==> src/design/tiled_nonzero_pixel_bounds_defines.svh <==
// Assertion macros shared by the scan and top-level design files.
// Define ASSERT_OFF to compile every check away.
`ifndef TILED_NONZERO_PIXEL_BOUNDS_DEFINES_SVH
`define TILED_NONZERO_PIXEL_BOUNDS_DEFINES_SVH

`ifndef ASSERT_OFF

// Clocked check, switched off while reset is asserted.
`define TNPB_ASSERT(label, clk, rst_n, prop, msg) \
    label: assert property (@(posedge clk) disable iff (!rst_n) (prop)) else $error(msg);

// Clocked check that also holds during reset.
`define TNPB_ASSERT_ALWAYS(label, clk, prop, msg) \
    label: assert property (@(posedge clk) (prop)) else $error(msg);

`else

`define TNPB_ASSERT(label, clk, rst_n, prop, msg)
`define TNPB_ASSERT_ALWAYS(label, clk, prop, msg)

`endif

`endif

==> src/design/tnpb_pkg.sv <==
`timescale 1ns / 1ps

package tnpb_pkg;

    localparam int MAX_DIMENSION = 256;
    localparam int POSITION_BITS = 24;
    localparam int TILE_SIDE     = 8;

    localparam int FRAME_BITS     = 8;
    localparam int TILE_BITS      = $clog2(TILE_SIDE);
    localparam int COORD_BITS     = $clog2(MAX_DIMENSION);
    localparam int DIM_BITS       = COORD_BITS + 1;
    localparam int MAX_TILES      = MAX_DIMENSION / TILE_SIDE;
    localparam int TILE_IDX_BITS  = $clog2(MAX_TILES);
    localparam int TILE_CNT_BITS  = TILE_IDX_BITS + 1;
    localparam int AREA_BITS      = 2 * TILE_CNT_BITS;
    localparam int BASE_BITS      = FRAME_BITS + AREA_BITS + 2 * TILE_BITS;
    localparam int CMP_BITS       = (POSITION_BITS > BASE_BITS) ? POSITION_BITS : BASE_BITS;

    localparam int CFG_INDEX_BITS = 2;
    localparam int CFG_DATA_BITS  = DIM_BITS;

    localparam logic [CFG_INDEX_BITS-1:0] CFG_FRAME_SELECT = 2'd0;
    localparam logic [CFG_INDEX_BITS-1:0] CFG_IMAGE_WIDTH  = 2'd1;
    localparam logic [CFG_INDEX_BITS-1:0] CFG_IMAGE_HEIGHT = 2'd2;

    localparam logic [FRAME_BITS-1:0] FRAME_RESET = '0;
    localparam logic [DIM_BITS-1:0]   WIDTH_RESET  = DIM_BITS'(32);
    localparam logic [DIM_BITS-1:0]   HEIGHT_RESET = DIM_BITS'(32);

    typedef struct packed {
        logic [TILE_CNT_BITS-1:0] tiles_x;
        logic [TILE_CNT_BITS-1:0] tiles_y;
        logic [BASE_BITS-1:0]     base;
    } t_geom;

    typedef struct packed {
        logic [COORD_BITS-1:0] low_x;
        logic [COORD_BITS-1:0] low_y;
        logic [COORD_BITS-1:0] high_x;
        logic [COORD_BITS-1:0] high_y;
        logic                  any_set;
    } t_bounds;

    typedef struct packed {
        logic [COORD_BITS-1:0] min_x;
        logic [COORD_BITS-1:0] min_y;
        logic [COORD_BITS-1:0] max_x;
        logic [COORD_BITS-1:0] max_y;
        logic [DIM_BITS-1:0]   box_width;
        logic [DIM_BITS-1:0]   box_height;
        logic [DIM_BITS-1:0]   centre_x_doubled;
        logic [DIM_BITS-1:0]   centre_y_doubled;
        logic                  none_found;
    } t_result;

    // Number of whole tiles along one side, after clamping the dimension
    // to TILE_SIDE .. MAX_DIMENSION and dropping the partial tile.
    function automatic logic [TILE_CNT_BITS-1:0] tiles_of(input logic [DIM_BITS-1:0] dim);
        logic [TILE_CNT_BITS-1:0] t;
        begin
            if (dim > DIM_BITS'(MAX_DIMENSION)) begin
                t = TILE_CNT_BITS'(MAX_TILES);
            end else if (dim < DIM_BITS'(TILE_SIDE)) begin
                t = TILE_CNT_BITS'(1);
            end else begin
                t = dim[DIM_BITS-1:TILE_BITS];
            end
            return t;
        end
    endfunction

endpackage

==> src/design/tnpb_cfg.sv <==
`timescale 1ns / 1ps

module tnpb_cfg (
    input  logic                                 i_clk,
    input  logic                                 i_rst_n,
    input  logic                                 i_cfg_we,
    input  logic [tnpb_pkg::CFG_INDEX_BITS-1:0]  i_cfg_index,
    input  logic [tnpb_pkg::CFG_DATA_BITS-1:0]   i_cfg_data,
    output tnpb_pkg::t_geom                      o_geom
);

    localparam int PROD_BITS = tnpb_pkg::FRAME_BITS + tnpb_pkg::AREA_BITS;

    logic [tnpb_pkg::FRAME_BITS-1:0]    r_frame_select, n_frame_select;
    logic [tnpb_pkg::DIM_BITS-1:0]      r_image_width,  n_image_width;
    logic [tnpb_pkg::DIM_BITS-1:0]      r_image_height, n_image_height;
    logic [tnpb_pkg::TILE_CNT_BITS-1:0] r_tiles_x, n_tiles_x;
    logic [tnpb_pkg::TILE_CNT_BITS-1:0] r_tiles_y, n_tiles_y;
    logic [tnpb_pkg::AREA_BITS-1:0]     r_area;
    logic [tnpb_pkg::BASE_BITS-1:0]     r_base;
    logic [PROD_BITS-1:0]               frame_area;

    // Next register values, with reset folded in so that the derived
    // geometry is already correct when reset is released.
    always_comb begin
        n_frame_select = r_frame_select;
        n_image_width  = r_image_width;
        n_image_height = r_image_height;
        if (!i_rst_n) begin
            n_frame_select = tnpb_pkg::FRAME_RESET;
            n_image_width  = tnpb_pkg::WIDTH_RESET;
            n_image_height = tnpb_pkg::HEIGHT_RESET;
        end else if (i_cfg_we) begin
            case (i_cfg_index)
                tnpb_pkg::CFG_FRAME_SELECT: begin
                    n_frame_select = i_cfg_data[tnpb_pkg::FRAME_BITS-1:0];
                end
                tnpb_pkg::CFG_IMAGE_WIDTH: begin
                    n_image_width = i_cfg_data;
                end
                tnpb_pkg::CFG_IMAGE_HEIGHT: begin
                    n_image_height = i_cfg_data;
                end
                default: begin
                end
            endcase
        end
    end

    assign n_tiles_x = tnpb_pkg::tiles_of(n_image_width);
    assign n_tiles_y = tnpb_pkg::tiles_of(n_image_height);

    always_ff @(posedge i_clk) begin
        r_frame_select <= n_frame_select;
        r_image_width  <= n_image_width;
        r_image_height <= n_image_height;
    end

    // Offset stages: tile count of the frame, then its start byte.
    assign frame_area = PROD_BITS'(r_frame_select) * PROD_BITS'(r_area);

    always_ff @(posedge i_clk) begin
        r_tiles_x <= n_tiles_x;
        r_tiles_y <= n_tiles_y;
        r_area    <= tnpb_pkg::AREA_BITS'(n_tiles_x) * tnpb_pkg::AREA_BITS'(n_tiles_y);
        r_base    <= {frame_area, {(2 * tnpb_pkg::TILE_BITS){1'b0}}};
    end

    assign o_geom.tiles_x = r_tiles_x;
    assign o_geom.tiles_y = r_tiles_y;
    assign o_geom.base    = r_base;

endmodule

==> src/design/tnpb_scan.sv <==
`timescale 1ns / 1ps
`include "tiled_nonzero_pixel_bounds_defines.svh"

module tnpb_scan (
    input  logic                  i_clk,
    input  logic                  i_rst_n,
    input  logic                  i_step,
    input  logic [7:0]            i_pixel,
    input  logic                  i_last,
    input  tnpb_pkg::t_geom       i_geom,
    output tnpb_pkg::t_bounds     o_bounds
);

    localparam int CB = tnpb_pkg::COORD_BITS;

    logic [tnpb_pkg::POSITION_BITS-1:0] r_position, n_position;
    logic                               r_full, n_full;
    logic [tnpb_pkg::TILE_BITS-1:0]     r_col, n_col;
    logic [tnpb_pkg::TILE_BITS-1:0]     r_row, n_row;
    logic [tnpb_pkg::TILE_IDX_BITS-1:0] r_tile_col, n_tile_col;
    logic [tnpb_pkg::TILE_CNT_BITS-1:0] r_tile_row, n_tile_row;
    logic [CB-1:0]                      r_low_x, r_low_y, r_high_x, r_high_y;
    logic                               r_any_set;

    logic          in_frame;
    logic          hit;
    logic [CB-1:0] x, y;
    tnpb_pkg::t_bounds bounds;

    assign in_frame = !r_full
        && (tnpb_pkg::CMP_BITS'(r_position) >= tnpb_pkg::CMP_BITS'(i_geom.base))
        && (r_tile_row < i_geom.tiles_y);

    assign x   = {r_tile_col, r_col};
    assign y   = {r_tile_row[tnpb_pkg::TILE_IDX_BITS-1:0], r_row};
    assign hit = in_frame && (i_pixel != 8'd0);

    // Bounds including the current byte; these feed the result directly.
    always_comb begin
        bounds.low_x   = (hit && (!r_any_set || x < r_low_x))  ? x : r_low_x;
        bounds.low_y   = (hit && (!r_any_set || y < r_low_y))  ? y : r_low_y;
        bounds.high_x  = (hit && (!r_any_set || x > r_high_x)) ? x : r_high_x;
        bounds.high_y  = (hit && (!r_any_set || y > r_high_y)) ? y : r_high_y;
        bounds.any_set = r_any_set || hit;
    end

    assign o_bounds = bounds;

    // Pixel, tile column and tile row counters walk the tiled layout.
    always_comb begin
        n_col      = r_col;
        n_row      = r_row;
        n_tile_col = r_tile_col;
        n_tile_row = r_tile_row;
        if (in_frame) begin
            if (&r_col) begin
                n_col = '0;
                if (&r_row) begin
                    n_row = '0;
                    if ({1'b0, r_tile_col} + 1'b1 >= i_geom.tiles_x) begin
                        n_tile_col = '0;
                        n_tile_row = r_tile_row + 1'b1;
                    end else begin
                        n_tile_col = r_tile_col + 1'b1;
                    end
                end else begin
                    n_row = r_row + 1'b1;
                end
            end else begin
                n_col = r_col + 1'b1;
            end
        end
    end

    // The position stops at all ones and the stream is ignored from there.
    always_comb begin
        n_position = r_position;
        n_full     = r_full;
        if (!r_full) begin
            if (&r_position) begin
                n_full = 1'b1;
            end else begin
                n_position = r_position + 1'b1;
            end
        end
    end

    always_ff @(posedge i_clk) begin
        if (!i_rst_n || (i_step && i_last)) begin
            r_position <= '0;
            r_full     <= 1'b0;
            r_col      <= '0;
            r_row      <= '0;
            r_tile_col <= '0;
            r_tile_row <= '0;
            r_low_x    <= '1;
            r_low_y    <= '1;
            r_high_x   <= '0;
            r_high_y   <= '0;
            r_any_set  <= 1'b0;
        end else if (i_step) begin
            r_position <= n_position;
            r_full     <= n_full;
            r_col      <= n_col;
            r_row      <= n_row;
            r_tile_col <= n_tile_col;
            r_tile_row <= n_tile_row;
            r_low_x    <= bounds.low_x;
            r_low_y    <= bounds.low_y;
            r_high_x   <= bounds.high_x;
            r_high_y   <= bounds.high_y;
            r_any_set  <= bounds.any_set;
        end
    end

    `TNPB_ASSERT(a_bounds_ordered, i_clk, i_rst_n, r_any_set |-> (r_low_x <= r_high_x && r_low_y <= r_high_y), "bounds out of order")
    `TNPB_ASSERT(a_clear_after_last, i_clk, i_rst_n, (i_step && i_last) |=> (r_position == '0 && !r_any_set && !r_full), "scan not cleared after last byte")

endmodule

==> src/design/tnpb_box.sv <==
`timescale 1ns / 1ps

module tnpb_box (
    input  tnpb_pkg::t_bounds                   i_bounds,
    input  logic [tnpb_pkg::TILE_CNT_BITS-1:0]  i_tiles_x,
    input  logic [tnpb_pkg::TILE_CNT_BITS-1:0]  i_tiles_y,
    output tnpb_pkg::t_result                   o_result
);

    localparam int CB = tnpb_pkg::COORD_BITS;
    localparam int DB = tnpb_pkg::DIM_BITS;

    logic [CB-1:0] x0, y0, x1, y1;
    logic [CB-1:0] frame_x1, frame_y1;

    // Last column and row of the whole frame, for an empty search.
    assign frame_x1 = {tnpb_pkg::TILE_IDX_BITS'(i_tiles_x - 1'b1), {tnpb_pkg::TILE_BITS{1'b1}}};
    assign frame_y1 = {tnpb_pkg::TILE_IDX_BITS'(i_tiles_y - 1'b1), {tnpb_pkg::TILE_BITS{1'b1}}};

    always_comb begin
        if (i_bounds.any_set) begin
            x0 = i_bounds.low_x;
            y0 = i_bounds.low_y;
            x1 = i_bounds.high_x;
            y1 = i_bounds.high_y;
        end else begin
            x0 = '0;
            y0 = '0;
            x1 = frame_x1;
            y1 = frame_y1;
        end
    end

    always_comb begin
        o_result.min_x            = x0;
        o_result.min_y            = y0;
        o_result.max_x            = x1;
        o_result.max_y            = y1;
        o_result.box_width        = DB'(x1) - DB'(x0) + 1'b1;
        o_result.box_height       = DB'(y1) - DB'(y0) + 1'b1;
        o_result.centre_x_doubled = DB'(x0) + DB'(x1) + 1'b1;
        o_result.centre_y_doubled = DB'(y0) + DB'(y1) + 1'b1;
        o_result.none_found       = !i_bounds.any_set;
    end

endmodule

==> src/design/tiled_nonzero_pixel_bounds.sv <==
`timescale 1ns / 1ps
`include "tiled_nonzero_pixel_bounds_defines.svh"

// Channel   Direction  Handshake                   Payload
// cfg       in         i_cfg_we                    i_cfg_index, i_cfg_data
// pixel     in         i_in_valid / o_in_ready     i_pixel_byte, i_last_byte
// box       out        o_out_valid / i_out_ready   o_min_x .. o_none_found
//
// One pixel transaction is taken every cycle unless a last byte is held; each
// byte passes the input register, and the box for a last byte sits in the
// output register from the following cycle. Only a last byte waits, and only
// while an earlier box has not been taken. A configuration write reaches the
// tile counts through one register and the frame offset through the area or
// frame select register, then the base register. Reset is synchronous and
// active low; it restores the valid flags, configuration and scan.

module tiled_nonzero_pixel_bounds (
    input  logic                                 i_clk,
    input  logic                                 i_rst_n,

    input  logic                                 i_cfg_we,
    input  logic [tnpb_pkg::CFG_INDEX_BITS-1:0]  i_cfg_index,
    input  logic [tnpb_pkg::CFG_DATA_BITS-1:0]   i_cfg_data,

    input  logic                                 i_in_valid,
    output logic                                 o_in_ready,
    input  logic [7:0]                           i_pixel_byte,
    input  logic                                 i_last_byte,

    output logic                                 o_out_valid,
    input  logic                                 i_out_ready,
    output logic [7:0]                           o_min_x,
    output logic [7:0]                           o_min_y,
    output logic [7:0]                           o_max_x,
    output logic [7:0]                           o_max_y,
    output logic [8:0]                           o_box_width,
    output logic [8:0]                           o_box_height,
    output logic [8:0]                           o_centre_x_doubled,
    output logic [8:0]                           o_centre_y_doubled,
    output logic                                 o_none_found
);

    tnpb_pkg::t_geom   geom;
    tnpb_pkg::t_bounds bounds;
    tnpb_pkg::t_result result;

    // Input register: one byte and its last flag.
    logic       r_in_valid;
    logic [7:0] r_in_pixel;
    logic       r_in_last;

    // Output register: the finished box.
    logic              r_out_valid;
    tnpb_pkg::t_result r_out;

    logic advance;

    // Configuration registers and the start offset of the selected frame.
    tnpb_cfg u_cfg (
        .i_clk       (i_clk),
        .i_rst_n     (i_rst_n),
        .i_cfg_we    (i_cfg_we),
        .i_cfg_index (i_cfg_index),
        .i_cfg_data  (i_cfg_data),
        .o_geom      (geom)
    );

    // The held byte moves on unless it closes a stream and the previous box
    // is still waiting to be taken.
    assign advance    = r_in_valid && (!r_in_last || !r_out_valid || i_out_ready);
    assign o_in_ready = !r_in_valid || advance;

    always_ff @(posedge i_clk) begin
        if (!i_rst_n) begin
            r_in_valid <= 1'b0;
        end else if (i_in_valid && o_in_ready) begin
            r_in_valid <= 1'b1;
        end else if (advance) begin
            r_in_valid <= 1'b0;
        end
    end

    always_ff @(posedge i_clk) begin
        if (i_in_valid && o_in_ready) begin
            r_in_pixel <= i_pixel_byte;
            r_in_last  <= i_last_byte;
        end
    end

    // Position counters and running bounds; the bounds seen here already
    // include the byte in the input register.
    tnpb_scan u_scan (
        .i_clk    (i_clk),
        .i_rst_n  (i_rst_n),
        .i_step   (advance),
        .i_pixel  (r_in_pixel),
        .i_last   (r_in_last),
        .i_geom   (geom),
        .o_bounds (bounds)
    );

    // Box corners, size and doubled centre, with the full frame standing in
    // when nothing was found.
    tnpb_box u_box (
        .i_bounds  (bounds),
        .i_tiles_x (geom.tiles_x),
        .i_tiles_y (geom.tiles_y),
        .o_result  (result)
    );

    always_ff @(posedge i_clk) begin
        if (!i_rst_n) begin
            r_out_valid <= 1'b0;
        end else if (advance && r_in_last) begin
            r_out_valid <= 1'b1;
        end else if (i_out_ready) begin
            r_out_valid <= 1'b0;
        end
    end

    always_ff @(posedge i_clk) begin
        if (advance && r_in_last) begin
            r_out <= result;
        end
    end

    assign o_out_valid        = r_out_valid;
    assign o_min_x            = r_out.min_x;
    assign o_min_y            = r_out.min_y;
    assign o_max_x            = r_out.max_x;
    assign o_max_y            = r_out.max_y;
    assign o_box_width        = r_out.box_width;
    assign o_box_height       = r_out.box_height;
    assign o_centre_x_doubled = r_out.centre_x_doubled;
    assign o_centre_y_doubled = r_out.centre_y_doubled;
    assign o_none_found       = r_out.none_found;

    `TNPB_ASSERT(a_last_waits, i_clk, i_rst_n, (r_in_valid && r_in_last && r_out_valid && !i_out_ready) |=> (r_in_valid && r_in_last), "last byte lost while box waits")
    `TNPB_ASSERT(a_empty_box_at_origin, i_clk, i_rst_n, (o_out_valid && o_none_found) |-> (o_min_x == 8'd0 && o_min_y == 8'd0), "empty search not at origin")

endmodule
==> config.mk <==
export PLATFORM = sky130hd
export DESIGN_NAME = tiled_nonzero_pixel_bounds
export DESIGN_NICKNAME = d
export VERILOG_FILES = /design/src/design/tnpb_pkg.sv /design/src/design/tnpb_cfg.sv /design/src/design/tnpb_scan.sv /design/src/design/tnpb_box.sv /design/src/design/tiled_nonzero_pixel_bounds.sv
export VERILOG_INCLUDE_DIRS = /design/src /design/src/design
export SDC_FILE = /design/constraint.sdc
export NUM_CORES = 1
export LEC_CHECK = 0
export ABC_AREA = 1
export BUFFER_PORTS_ARGS = -buffer_cell sky130_fd_sc_hd__buf_2
export CAP_MARGIN = 5
export CORE_MARGIN = 2
export CORE_UTILIZATION = 30
export DETAILED_ROUTE_END_ITERATION = 8
export PLACE_DENSITY_LB_ADDON = 0.25
export SLEW_MARGIN = 15
export SYNTH_ARGS = -nofsm -noshare
export SYNTH_HDL_FRONTEND = slang
export SYNTH_SLANG_ARGS = --single-unit
==> constraint.sdc <==
create_clock -name i_clk -period 10.14 [get_ports i_clk]
set_input_delay 1.014 -clock i_clk [delete_from_list [all_inputs] [get_ports i_clk]]
set_output_delay 1.014 -clock i_clk [all_outputs]
set_load 0.01 [all_outputs]
Word level (Yosys, flattened, before mapping)
Cells that the tools add are included.
{ "totals": {"out_inout_bits": 71, "register_bits": 225, "wordCells": 130} }
{ "op_classes": {"n_mux": 27, "reduce_logical": 39, "multipliers": 2, "bitwise_logic": 2, "magnitude_cmp": 11, "addsub": 16, "eq_ne": 2} }
{ "op_table": {"columns": ["cell", "count"], "rows": [
  ["8-bit 2-to-1 mux", 8],
  ["9-bit 2-to-1 mux", 6],
  ["9-bit by 1-bit adder with 9-bit output, second input constant", 4],
  ["24-bit by 26-bit greater-or-equal comparator with 1-bit output", 1],
  ["24-bit by 1-bit adder with 24-bit output, second input constant", 1],
  ["6-bit 2-to-1 mux", 4],
  ["24-bit AND reduction", 1],
  ["8-bit by 12-bit multiplier with 20-bit output", 1],
  ["8-bit by 8-bit adder with 9-bit output", 2],
  ["9-bit > comparator, second input constant", 2],
  ["9-bit by 4-bit < comparator with 1-bit output, second input constant", 2],
  ["8-bit by 8-bit subtractor with 9-bit output", 2],
  ["8-bit > comparator", 2],
  ["8-bit < comparator", 2],
  ["6-bit by 6-bit multiplier with 12-bit output", 1],
  ["1-bit logical AND", 10],
  ["5-bit by 1-bit subtractor with 5-bit output, second input constant", 2],
  ["1-bit logical OR", 9],
  ["3-bit AND reduction", 3],
  ["9-bit AND reduction", 1],
  ["8-bit AND reduction", 1],
  ["8-bit nonzero test", 1],
  ["1-bit logical NOT", 7],
  ["3-bit by 1-bit adder with 3-bit output, second input constant", 2],
  ["15 further kinds", 24]
]} }

Longest topological paths before layout
Gate-level depths: netlist (run 1).
{ "depth": {"word_depth": 9, "ltp_mapped": 30} }

Modules after synthesis
Synthesis (run 1) repeated with hierarchy kept, for this count alone.
{ "unflattened": {"hier_cells": 2148, "area_unflattened_um2": 16819.9} }
{ "modules_own_cells": {"columns": ["module", "cells_each", "n_inst", "seq_area_each_um2", "area_each_um2"], "rows": [
  ["tnpb_cfg", 840, 1, 1401.3, 6642.6],
  ["tnpb_scan", 883, 1, 1501.4, 5780.5],
  ["tiled_nonzero_pixel_bounds", 96, 1, 2382.3, 2461.1],
  ["tnpb_box", 329, 1, 0.0, 1935.6]
]} }

Worst setup path after synthesis (run 1)
OpenSTA, ideal clock, no wires.
{ "synth_path": {"kind": "in2reg", "startpoint": "input i_cfg_index[1] (netlist bit)", "endpoint": "register u_cfg.r_area[10] (netlist bit)", "stages": 28, "arrival_time_ns": 5.111, "path_buffers": 1, "required_time_ns": 10.068, "setup_slack_ns": 4.957, "setup_time_ns": 0.072, "path_cell_list": "inv_2 > nand3_2 > inv_1 > buf_4 > or2_2 > nand2_1 > nand2_1 > inv_1 > nand4_1 > nand2_1 > nand2_1 > inv_1 > nand2_1 > fa_1 > fa_1 > fa_1 > inv_1 > ha_1 > a21oi_1 > nand2_1 > nand2_1 > nand2_1 > a21oi_1 > inv_1 > a21oi_1 > nor2_1 > nor2_1 > xor2_1"} }
{ "synth_between": {"elab_chain_cells": 8, "elab_cells_between_ends": 17, "cone_classes": "1 x mul; 4 x order compare; 2 x eq/ne; 10 x mux"} }
{ "synth_rtl": {"columns": ["item", "line", "text"], "rows": [
  ["start, declared", "tiled_nonzero_pixel_bounds.sv:22", "input logic [tnpb_pkg::CFG_INDEX_BITS-1:0] i_cfg_index,"],
  ["2-bit by 1-bit equality test with 1-bit output *", "tnpb_cfg.sv:34", "case (i_cfg_index)"],
  ["9-bit 2-to-1 mux *", "tnpb_cfg.sv:34", null],
  ["9-bit 2-to-1 mux *", "tnpb_cfg.sv:33", "end else if (i_cfg_we) begin"],
  ["9-bit 2-to-1 mux *", "tnpb_cfg.sv:29", "if (!i_rst_n) begin"],
  ["9-bit by 4-bit < comparator with 1-bit output", "tnpb_pkg.sv:64", "end else if (dim < DIM_BITS'(TILE_SIDE)) begin"],
  ["6-bit 2-to-1 mux", "tnpb_pkg.sv:64", null],
  ["6-bit 2-to-1 mux *", "tnpb_pkg.sv:62", "if (dim > DIM_BITS'(MAX_DIMENSION)) begin"],
  ["named net u_cfg.n_tiles_x (one bit)", "tnpb_cfg.sv:17", "logic [tnpb_pkg::TILE_CNT_BITS-1:0] r_tiles_x, n_tiles_x;"],
  ["6-bit by 6-bit multiplier with 12-bit output *", "tnpb_cfg.sv:65", "r_area <= tnpb_pkg::AREA_BITS'(n_tiles_x) * tnpb_pkg::AREA_BITS'(n_tiles_y);"],
  ["end signal, assigned", "tnpb_cfg.sv:65", null],
  ["end, declared", "tnpb_cfg.sv:19", "logic [tnpb_pkg::AREA_BITS-1:0] r_area;"]
]} }
The timed path passes the listed nets; every way through them passes the cells marked *.
A chain may end at the register's enable or synchronous reset.

Worst setup path after layout (run 1)
{ "layout_path": {"startpoint": "input i_rst_n", "endpoint": "register u_cfg.r_area[10] (netlist bit)"} }
{ "layout_between": {"elab_chain_cells": 5, "elab_cells_between_ends": 11, "cone_classes": "1 x mul; 4 x order compare; 6 x mux"} }
{ "layout_rtl": {"columns": ["item", "line", "text"], "rows": [
  ["start, declared", "tiled_nonzero_pixel_bounds.sv:19", "input logic i_rst_n,"],
  ["9-bit 2-to-1 mux *", "tnpb_cfg.sv:29", null],
  ["named net u_cfg.n_image_width (one bit)", "tnpb_cfg.sv:15", "logic [tnpb_pkg::DIM_BITS-1:0] r_image_width, n_image_width;"],
  ["9-bit by 4-bit < comparator with 1-bit output", "tnpb_pkg.sv:64", null],
  ["6-bit 2-to-1 mux", "tnpb_pkg.sv:64", null],
  ["6-bit 2-to-1 mux *", "tnpb_pkg.sv:62", null],
  ["named net u_cfg.n_tiles_x (one bit)", "tnpb_cfg.sv:17", null],
  ["6-bit by 6-bit multiplier with 12-bit output *", "tnpb_cfg.sv:65", null]
]} }
Marked as above.

==> results of run 1 <==
==> sequential cells by signal, summed over array words and instances, names as in the netlist, 9 cells and up <==
name                  flops
o_box_width               9
u_cfg.r_base             20
o_box_height              9
u_cfg.r_image_width       9
u_cfg.r_image_height      9
u_cfg.r_area             12
u_scan.r_position        24
==> per-stage QoR <==
step           utilization  cell area [µm²]  std cells  power (mW)
3_5_place_dp        0.3253            16650       2650       2.551
4_1_cts             0.3434            17580       2700       3.578
2_1_floorplan            -            15510       1918       2.211
5_1_grt             0.3434            17580       2700       3.815
6_report            0.3434            17580       2700       3.521
3_3_place_gp        0.3253            16650       2650       2.539
==> cells in the final DEF (no fill, tap or decap), types with 7 or more instances in the layout <==
cell and instances:
nand2_1 390, inv_1 362, ha_1 175, nor2_1 171, dfxtp_1 147, a21oi_1 130, buf_2 95, fa_1 81
edfxtp_1 76, nand3_1 59, o21ai_0 59, xor2_1 50, clkbuf_16 28, o21ai_1 21, inv_2 20, nand4_1 19
nor3_1 18, xnor2_1 14, nor2_2 10, nand2_2 8, o21bai_1 7, nor4_1 7
==> power groups by stage <==
stage | Combinational [mW] | Sequential (mW) | Clock, mW
floorplan | 1.00 | 1.21 | 0
global placement | 1.34 | 1.20 | 0
detailed placement | 1.35 | 1.21 | 0
CTS | 1.35 | 1.19 | 1.04
global route | 1.54 | 1.19 | 1.08
finish | 1.33 | 1.18 | 1.01
==> cells in the mapped netlist (8+ instances only) <==
master,number
a21oi_1,130
clkbuf_1,27
clkbuf_2,8
dfxtp_1,147
edfxtp_1,76
fa_1,81
ha_1,175
inv_1,363
inv_2,19
nand2_1,391
nand3_1,59
nand4_1,19
nor2_1,171
nor2_2,10
nor3_1,18
o21ai_0,59
o21ai_1,21
xnor2_1,14
xor2_1,50
==> cell type report <==
class / count / area [µm²] / share of cell area
inverters: 383 / 1438 / 0.08178
repair buffers: 99 / 505.5 / 0.02875
multi-input cells: 1265 / 8633 / 0.4911
flip-flops and latches: 223 / 5225 / 0.2972
well taps: 680 / 850.8 / 0.04840
clock inverters: 19 / 214.0 / 0.01217
clock buffers: 31 / 713.2 / 0.04057
==> logic make-up after synthesis <==
group / share of synthesized area
AO/OA/AOI/OAI: 0.08429
buffers and inverters: 0.1067
flip-flops: 0.3369
adder cells (fa/ha/maj): 0.2457
XOR/XNOR: 0.03614
AND/OR/NAND/NOR: 0.1903
==> metal layers <==
metal | track usage | share of wire | wire length (µm)
met5 | 0 | 0 | 0
met4 | 0.03105 | 0.015 | 531
met3 | 0.01686 | 0.037 | 1316
met2 | 0.2353 | 0.47 | 16640
met1 | 0.1793 | 0.48 | 16890
==> tightest hold or removal path, cell delays in order, from the launching register on <==
cell and delay, ns:
dfxtp_1 0.33, a21oi_1 0.06, o21ai_0 0.06
==> path summary, 6_finish.rpt <==
path / start / end / slack, ns / cells past startpoint
max: i_rst_n / u_cfg.r_area[10] / 4.72 / 22
min: u_scan.r_low_y[6] / u_scan.r_low_y[6] / 0.48 / 2
max reg2reg: u_scan.r_tile_row[3] / o_box_height[8] / 5.17 / 20
min reg2reg: u_scan.r_low_y[6] / u_scan.r_low_y[6] / 0.48 / 2
==> metrics.log, run 1 <==
[metrics] MaxCap Viol Count: 0
[metrics] net count of the finished layout: 2280
[metrics] sequential fraction of the synthesis area: 0.3369
[metrics] core area: 51200 µm²
[metrics] sum of negative setup slack: 0 ns
[metrics] area fraction of the dominant cell type after synthesis: 0.1897
[metrics] leakage power: 8.732 nW
[metrics] width of the die: 231.4 µm
[metrics] type of the worst setup path: in2reg
[metrics] sequential fraction of design power: 0.336
[metrics] worst hold-check slack: 0.4768 ns
[metrics] dominant cells by area after synthesis: dfxtp_1 (19%), edfxtp_1 (15%), ha_1 (14%)
[metrics] fillcell total: 5313
[metrics] data required time at the worst endpoint: 10.64 ns
[metrics] Data arrival, critical path: 5.92 ns
[metrics] element type at the critical path start: primary input
[metrics] commonest register cell after synthesis: dfxtp_1
[metrics] Worst path max stage delay: 0.57 ns
[metrics] clock root cell: clkbuf_16
[metrics] type of the tightest min-delay check: reg2reg
[metrics] cell family with most CP delay: adder cells
[metrics] number of global-route vias before repair: 12050
[metrics] clk slew on worst S/H paths: 0.06 ns
[metrics] post-detailed-route wirelength per cell: 13.10 µm
[metrics] fraction of final layout cells with drive strength greater than 1: 0.09802
[metrics] worst clock skew on the final layout: 0.02491 ns
[metrics] endpoint kind of the worst setup timing path: flop
[metrics] maximum number of pins on one net before global-route repair: 68
[metrics] post-layout min period: 5.420 ns
[metrics] switching share of power: 0.3679
[metrics] largest vdd supply drop: 122.7 µV
[metrics] synthesized area per cell: 8.087 µm²
[metrics] number of rows created at floorplan: 83
[metrics] gpl congestion: 0.8643
[metrics] clock group share of total power: 0.286
[metrics] Resize count post-CTS: 0
[metrics] global-route wire length before repair: 59710 µm
[metrics] actual slew at the worst max-slew pin: 1.038 ns
[metrics] HPWL Detailed: 27730 µm
[metrics] total die area: 53540 µm²
[metrics] drt via density: 4.437
[metrics] setup repair after global routing missed its margin: false
[metrics] switching power of the nets: 1.295 mW
[metrics] number of different library cells in the post-synthesis netlist: 49
[metrics] clk sinks: 223
[metrics] number of post-CTS setup repair buffers: 0
[metrics] fmax: 184.5 MHz
[metrics] Area growth, synth to finish: 13.33%
[metrics] share of the cycle needed by the critical path after routing: 0.5345
[metrics] worst setup slack after layout: 4.720 ns
[metrics] final setup fails: 0
[metrics] number of buffers created by CTS: 27
[metrics] overall via count from detail_route: 11981
[metrics] PwrDens: 200.3 nW/µm²
[metrics] status: finished, final reports clean
[metrics] Antenna Violating Nets Remaining: 0
[metrics] maximum buffer depth of the clock tree: 3
[metrics] ant diodes: 0
[metrics] clock tree from TritonCTS: done
[metrics] Routed WL: 35370 µm
[metrics] IO buf count: 95
[metrics] CP cell instances: buf_2 -> clkinv_1 -> nor3_2 -> nand2_1 -> nand2_1 -> inv_1 -> nand2_1 -> fa_1 -> fa_1 -> fa_1 -> inv_1 -> ha_1 -> a21oi_1 -> nand2_1 -> nand2_1 -> nand2_1 -> a21oi_1 -> inv_1 -> a21oi_1 -> nor2_1 -> nor2_1 -> xor2_1
[metrics] number of nets produced by synthesis: 2199
[metrics] number of top-level pins: 96
[metrics] relative slew slack: 0.3025
[metrics] Hold Vio Cnt, Final: 0
[metrics] cts hold-fix bufs: 0
[metrics] Comb power frac: 0.377
[metrics] vertical die dimension: 231.4 µm
[metrics] number of synthesized flops with an enable pin: 76
[metrics] DRC Markers: 0
[metrics] insertion delay of the later-clocked pin in the worst-skew pair: 0.57 ns
[metrics] ys async rst share: 0
[metrics] cell type of the slowest stage on the worst timing path: nor3_2
[metrics] initial antenna violation count: 2
[metrics] Yosys warning count: 0
[metrics] synthesized netlist cell count: 1918
[metrics] Overall Global Routing Usage: 0.1357
[metrics] max-slew violation total from the final report: 0
[metrics] Critical path buffers and inverters: 5
[metrics] maximum net fanout on the critical path: 22
[metrics] router iterations before antenna repair: 5
[metrics] cell area after synthesis: 15510 µm²
[metrics] number of levels the H-tree was split into: 1
[metrics] total global routing overflow: 0
[metrics] cell seen most often among critical-path stages: nand2_1
[metrics] FF+latch count, synth: 223
[metrics] worst setup slack after placement: 4.202 ns
[metrics] effective utilization at floorplan: 0.3030
[metrics] cell type with the largest total area after synthesis: dfxtp_1
[metrics] starting DRC count in detailed routing: 470
[metrics] internal power of the cells: 2.225 mW
No activity file was read; power rests on OpenSTA's default activity.
==> run 2: changes to the inputs <==
Clock period 10.14 ns to 5.41 ns, I/O delays scaled along.
==> run 2 against run 1 <==
Effect of this change:
- final cell count grew 0.44%
- non-clock buffer count up 12
- register-to-register slack got worse by 4.6 ns
- die area unchanged
- sequential share of layout area decreased by 0.21 points
- clock power increased by 91%
- total power is 89% higher
- worst setup slack lost 4.1 ns
- design area rose by 0.70%
- via count is 1.2% higher
- critical path type is now reg2reg
- critical endpoint is now u_cfg.r_base[20]
- largest cell class unchanged
- largest power group unchanged
==> metrics.log, run 2 (synthesized netlist as in run 1, its figures left out) <==
[metrics] PwrDens: 376.1 nW/µm²
[metrics] insertion delay of the later-clocked pin in the worst-skew pair: 0.55 ns
[metrics] final setup fails: 0
[metrics] cts hold-fix bufs: 0
[metrics] Overall Global Routing Usage: 0.1373
[metrics] worst clock skew on the final layout: 0.02112 ns
[metrics] Pwr Total: 6.657 mW
[metrics] initial antenna violation count: 1
[metrics] fraction of final layout cells with drive strength greater than 1: 0.1033
[metrics] router iterations before antenna repair: 5
[metrics] Antenna Violating Nets Remaining: 0
[metrics] vertical die dimension: 231.4 µm
[metrics] worst setup slack after layout: 0.5974 ns
[metrics] number of global-route vias before repair: 12133
[metrics] max-slew violation total from the final report: 0
[metrics] number of post-CTS setup repair buffers: 0
[metrics] effective utilization at floorplan: 0.3030
[metrics] leakage power: 8.794 nW
[metrics] drt via density: 4.473
[metrics] type of the tightest min-delay check: in2reg
[metrics] sum of negative setup slack: 0 ns
[metrics] Resize count post-CTS: 0
[metrics] number of buffers created by CTS: 27
[metrics] most frequent standard cell in the layout excluding fill and tap cells: nand2_1
[metrics] type of the worst setup path: reg2reg
[metrics] overall via count from detail_route: 12130
[metrics] Hold Vio Cnt, Final: 0
[metrics] clock root cell: clkbuf_16
[metrics] worst setup slack after placement: 0.06043 ns
[metrics] largest vdd supply drop: 241.0 µV
[metrics] endpoint kind of the worst setup timing path: flop
[metrics] ant diodes: 0
[metrics] maximum buffer depth of the clock tree: 3
[metrics] share of the cycle needed by the critical path after routing: 0.8896
[metrics] number of levels the H-tree was split into: 1
[metrics] status: finished, final reports clean
[metrics] Area growth, synth to finish: 14.12%
[metrics] total global routing overflow: 0
[metrics] post-layout min period: 4.813 ns
[metrics] total die area: 53540 µm²
[metrics] Largest register FFs: 24
[metrics] area taken by multi-input logic gates: 8633 µm²
[metrics] width of the die: 231.4 µm
[metrics] starting DRC count in detailed routing: 554
[metrics] maximum net fanout on the critical path: 13
[metrics] net count of the finished layout: 2292
[metrics] fmax: 207.8 MHz
[metrics] commonest cells after routing, fill and taps aside: nand2_1 (390), inv_1 (362), ha_1 (175)
[metrics] fillcell total: 5387
[metrics] core area: 51200 µm²
[metrics] maximum number of pins on one net before global-route repair: 68
[metrics] relative slew slack: 0.4300
[metrics] number of rows created at floorplan: 83
[metrics] Data arrival, critical path: 5.23 ns
[metrics] largest registers: u_scan.r_position (24), u_cfg.r_base (20), u_cfg.r_area (12)
[metrics] area used by sequential logic in the layout: 5225 µm²
[metrics] actual slew at the worst max-slew pin: 0.8541 ns
[metrics] Routed WL: 35610 µm
[metrics] clock tree from TritonCTS: done
[metrics] data required time at the worst endpoint: 5.82 ns
[metrics] number of top-level pins: 96
[metrics] DRC Markers: 0
[metrics] global-route wire length before repair: 60110 µm
[metrics] post-detailed-route wirelength per cell: 13.13 µm
[metrics] IO buf count: 95
[metrics] gpl congestion: 0.8643
[metrics] HPWL Detailed: 28070 µm
[metrics] MaxCap Viol Count: 0
[metrics] clk slew on worst S/H paths: 0.06 ns
[metrics] register bank with the most flops: u_scan.r_position
[metrics] element type at the critical path start: flop
[metrics] clk sinks: 223
[metrics] setup repair after global routing missed its margin: false
==> run 2: changes by cell type in the layout (fill, tap and decap cells not counted), sizes merged <==
| cell | previous run | this run |
|---|---|---|
| buf | 99 | 111 |
| inv | 390 | 384 |
| clkinvlp | 2 | 6 |
| bufinv | 3 | 5 |
==> run 2: path summary, 6_finish.rpt <==
kind / startpoint / endpoint / slack [ns] / cells past startpoint
max: u_cfg.r_frame_select[2] / u_cfg.r_base[20] / 0.60 / 13
min: i_pixel_byte[3] / r_in_pixel[3] / 0.18 / 1
max reg2reg: u_cfg.r_frame_select[2] / u_cfg.r_base[20] / 0.60 / 13
min reg2reg: u_scan.r_low_y[7] / u_scan.r_low_y[7] / 0.47 / 2
==> run 2: metrics by stage <==
| stage | instance area [µm²] | hold slack (ns) | util | std cells |
|---|---|---|---|---|
| floorplan | 15510 | 0.4290 | - | 1918 |
| global placement | 16740 | 0.4521 | 0.3270 | 2662 |
| detailed placement | 16740 | 0.4625 | 0.3270 | 2662 |
| CTS | 17700 | 0.1351 | 0.3458 | 2712 |
| global route | 17700 | 0.1391 | 0.3458 | 2712 |
| finish | 17700 | 0.1778 | 0.3458 | 2712 |
==> run 2: routing by layer <==
| metal | track usage | wire, µm | share of wire |
|---|---|---|---|
| met3 | 0.01686 | 1464 | 0.041 |
| met2 | 0.2381 | 16730 | 0.47 |
| met4 | 0.03407 | 584 | 0.016 |
| met5 | 0 | 0 | 0 |
| met1 | 0.1807 | 16830 | 0.47 |
==> run 2: worst max-delay path: stages, from the launching register on <==
cell	delay, ns
dfxtp_1	0.75
nand2_1	0.15
fa_1	0.47
fa_1	0.49
inv_1	0.06
fa_1	0.51
fa_1	0.49
ha_1	0.36
a21oi_1	0.14
a21boi_0	0.44
o21ai_0	0.21
a31oi_1	0.28
o21ai_0	0.16
xor2_1	0.16
==> run 2: report_power, final <==
part	internal [mW]	total [mW]	leakage, nW	switching [mW]
clock	1.20	1.93	0.456	0.734
combinational	0.947	2.52	6.43	1.57
sequential	2.13	2.21	1.90	0.0827
==> run 2: cell type report <==
cell class              count  area share
clock inverters            19     0.01350
inverters                 383     0.08121
well taps                 680     0.04806
clock buffers              31     0.04071
repair buffers            111     0.03364
multi-input cells        1265      0.4877
flip-flops and latches    223      0.2952
==> run 3: changes to the inputs <==
Settings changed: CORE_UTILIZATION 30 to 45, SLEW_MARGIN 15 to 10.
==> run 3 against run 2 <==
Effect of this change:
- utilization grew 17 points
- sequential power barely moved
- highest routed layer unchanged
- total power shrank 2.5%
- final cell count decreased by 8.6%
- die area down 33%
- hold slack worse by 0.016 ns
- register-to-register slack gained 0.18 ns
- worst setup slack better by 0.010 ns
- design area down 2.1%
- sequential cell count is the same
- largest power group unchanged
- critical endpoint is now u_cfg.r_area[10]
- clock-buffer cell count fell by 1
==> metrics.log, run 3 (synthesized netlist as in run 1, its figures left out) <==
[metrics] clock root cell: clkbuf_16
[metrics] Overall Global Routing Usage: 0.1924
[metrics] status: finished, final reports clean
[metrics] Critical path buffers and inverters: 6
[metrics] gpl congestion: 0.9066
[metrics] final setup fails: 0
[metrics] cell family with most CP delay: adder cells
[metrics] clk sinks: 223
[metrics] router iterations before antenna repair: 5
[metrics] setup repair after global routing missed its margin: false
[metrics] number of top-level pins: 96
[metrics] actual slew at the worst max-slew pin: 0.7745 ns
[metrics] number of levels the H-tree was split into: 1
[metrics] drt via density: 4.910
[metrics] core area: 33700 µm²
[metrics] Worst path max stage delay: 0.55 ns
[metrics] max-slew violation total from the final report: 0
[metrics] MaxCap Viol Count: 0
[metrics] effective utilization at floorplan: 0.4603
[metrics] largest registers: u_scan.r_position (24), u_cfg.r_base (20), u_cfg.r_area (12)
[metrics] share of the cycle needed by the critical path after routing: 0.8877
[metrics] vertical die dimension: 189.7 µm
[metrics] post-layout min period: 4.803 ns
[metrics] switching share of power: 0.3636
[metrics] width of the die: 189.7 µm
[metrics] clock group share of total power: 0.274
[metrics] leakage power: 8.762 nW
[metrics] Hold Vio Cnt, Final: 0
[metrics] Largest register FFs: 24
[metrics] cell seen most often among critical-path stages: nand2_1
[metrics] sequential fraction of design power: 0.340
[metrics] DRC Markers: 0
[metrics] Resize count post-CTS: 0
[metrics] number of global-route vias before repair: 11812
[metrics] Data arrival, critical path: 5.27 ns
[metrics] fraction of final layout cells with drive strength greater than 1: 0.1005
[metrics] cts hold-fix bufs: 0
[metrics] top routing layer used: met4
[metrics] relative slew slack: 0.4789
[metrics] data required time at the worst endpoint: 5.88 ns
[metrics] routed metal-1 wire length: 15990 µm
[metrics] post-detailed-route wirelength per cell: 13.55 µm
[metrics] critical path launch point: i_cfg_index[0]
[metrics] Area growth, synth to finish: 11.70%
[metrics] clock tree from TritonCTS: done
[metrics] initial antenna violation count: 0
[metrics] endpoint kind of the worst setup timing path: flop
[metrics] RR Startpoint: u_cfg.r_frame_select[2]
[metrics] sum of negative setup slack: 0 ns
[metrics] net count of the finished layout: 2290
[metrics] global-route wire length before repair: 56970 µm
[metrics] PwrDens: 374.6 nW/µm²
[metrics] worst clock skew on the final layout: 0.02190 ns
[metrics] overall via count from detail_route: 12167
[metrics] cell type of the slowest stage on the worst timing path: fa_1
[metrics] number of rows created at floorplan: 67
[metrics] maximum buffer depth of the clock tree: 3
[metrics] Antenna Violating Nets Remaining: 0
[metrics] internal power of the cells: 4.130 mW
[metrics] total global routing overflow: 0
[metrics] insertion delay of the later-clocked pin in the worst-skew pair: 0.55 ns
[metrics] met2 wirelength from detailed routing: 15310 µm
[metrics] met3 wire len: 1483 µm
[metrics] fmax: 208.2 MHz
[metrics] largest vdd supply drop: 263.9 µV
[metrics] maximum number of pins on one net before global-route repair: 59
[metrics] starting DRC count in detailed routing: 676
[metrics] switching power of the nets: 2.360 mW
[metrics] most frequent standard cell in the layout excluding fill and tap cells: nand2_1
[metrics] type of the worst setup path: in2reg
[metrics] element type at the critical path start: primary input
[metrics] number of post-CTS setup repair buffers: 0
[metrics] total die area: 35970 µm²
[metrics] commonest cells after routing, fill and taps aside: nand2_1 (391), inv_1 (362), ha_1 (175)
[metrics] HPWL Detailed: 26370 µm
[metrics] number of buffers created by CTS: 26
[metrics] IO buf count: 95
[metrics] Finished Core Util: 0.5141
[metrics] clk slew on worst S/H paths: 0.06 ns
[metrics] type of the tightest min-delay check: in2reg
[metrics] Routed WL: 33580 µm
[metrics] register bank with the most flops: u_scan.r_position
[metrics] maximum net fanout on the critical path: 13
[metrics] Comb power frac: 0.385
[metrics] worst min-delay path startpoint: i_pixel_byte[5]
run 3: changes by cell type in the layout (fill, tap and decap cells not counted), moves of 2 or more:
cell        before  now
clkinv_2         3    5
clkinv_4         1    3
bufinv_16        5    3
clkinvlp_2       3    0
run 3: metrics by stage:
| stage | area (µm²) | power [mW] | worst slack (ns) | hold slack, ns | std cells |
|---|---|---|---|---|---|
| after floorplan | 15510 | 4.144 | 0.7002 | 0.4290 | 1918 |
| after global placement | 16440 | 4.726 | 0.1423 | 0.4515 | 2429 |
| after detailed placement | 16440 | 4.758 | 0.07634 | 0.4622 | 2429 |
| after CTS | 17320 | 6.569 | 0.6202 | 0.1369 | 2477 |
| after global routing | 17320 | 7.027 | 0.2154 | 0.1458 | 2477 |
| final | 17330 | 6.489 | 0.6074 | 0.1616 | 2478 |
run 3: cell type report:
| type | instances | area, µm² |
|---|---|---|
| Inverter | 383 | 1438 |
| Timing Repair Buffer | 110 | 588.1 |
| Multi-Input combinational cell | 1265 | 8631 |
| Sequential cell | 223 | 5225 |
| Clock inverter | 18 | 195.2 |
| Fill cell | 3257 | 16370 |
| Antenna cell | 1 | 2.502 |
| Clock buffer | 30 | 685.7 |
| Tap cell | 448 | 560.5 |
run 3: path summary, 6_finish.rpt:
check / to / slack [ns] / depth (start not counted)
worst max-delay path: u_cfg.r_area[10] / 0.61 / 28
worst max register to register: u_cfg.r_base[20] / 0.78 / 13
worst min-delay path: r_in_pixel[5] / 0.16 / 1
worst min register to register: u_scan.r_low_y[1] / 0.47 / 2
run 3: power groups by stage:
stage	clock network (mW)	registers, mW	logic [mW]
finish	1.78	2.21	2.50
CTS	1.82	2.21	2.54
floorplan	0	2.27	1.87
global placement	0	2.24	2.48
global route	1.89	2.23	2.91
detailed placement	0	2.25	2.51
run 3: layer usage:
metal | global-route usage | vias up
met1 | 0.2607 | 5635
met4 | 0.04651 | 0
li1 | - | 6230
met3 | 0.02453 | 48
met2 | 0.3278 | 254
met5 | 0 | -
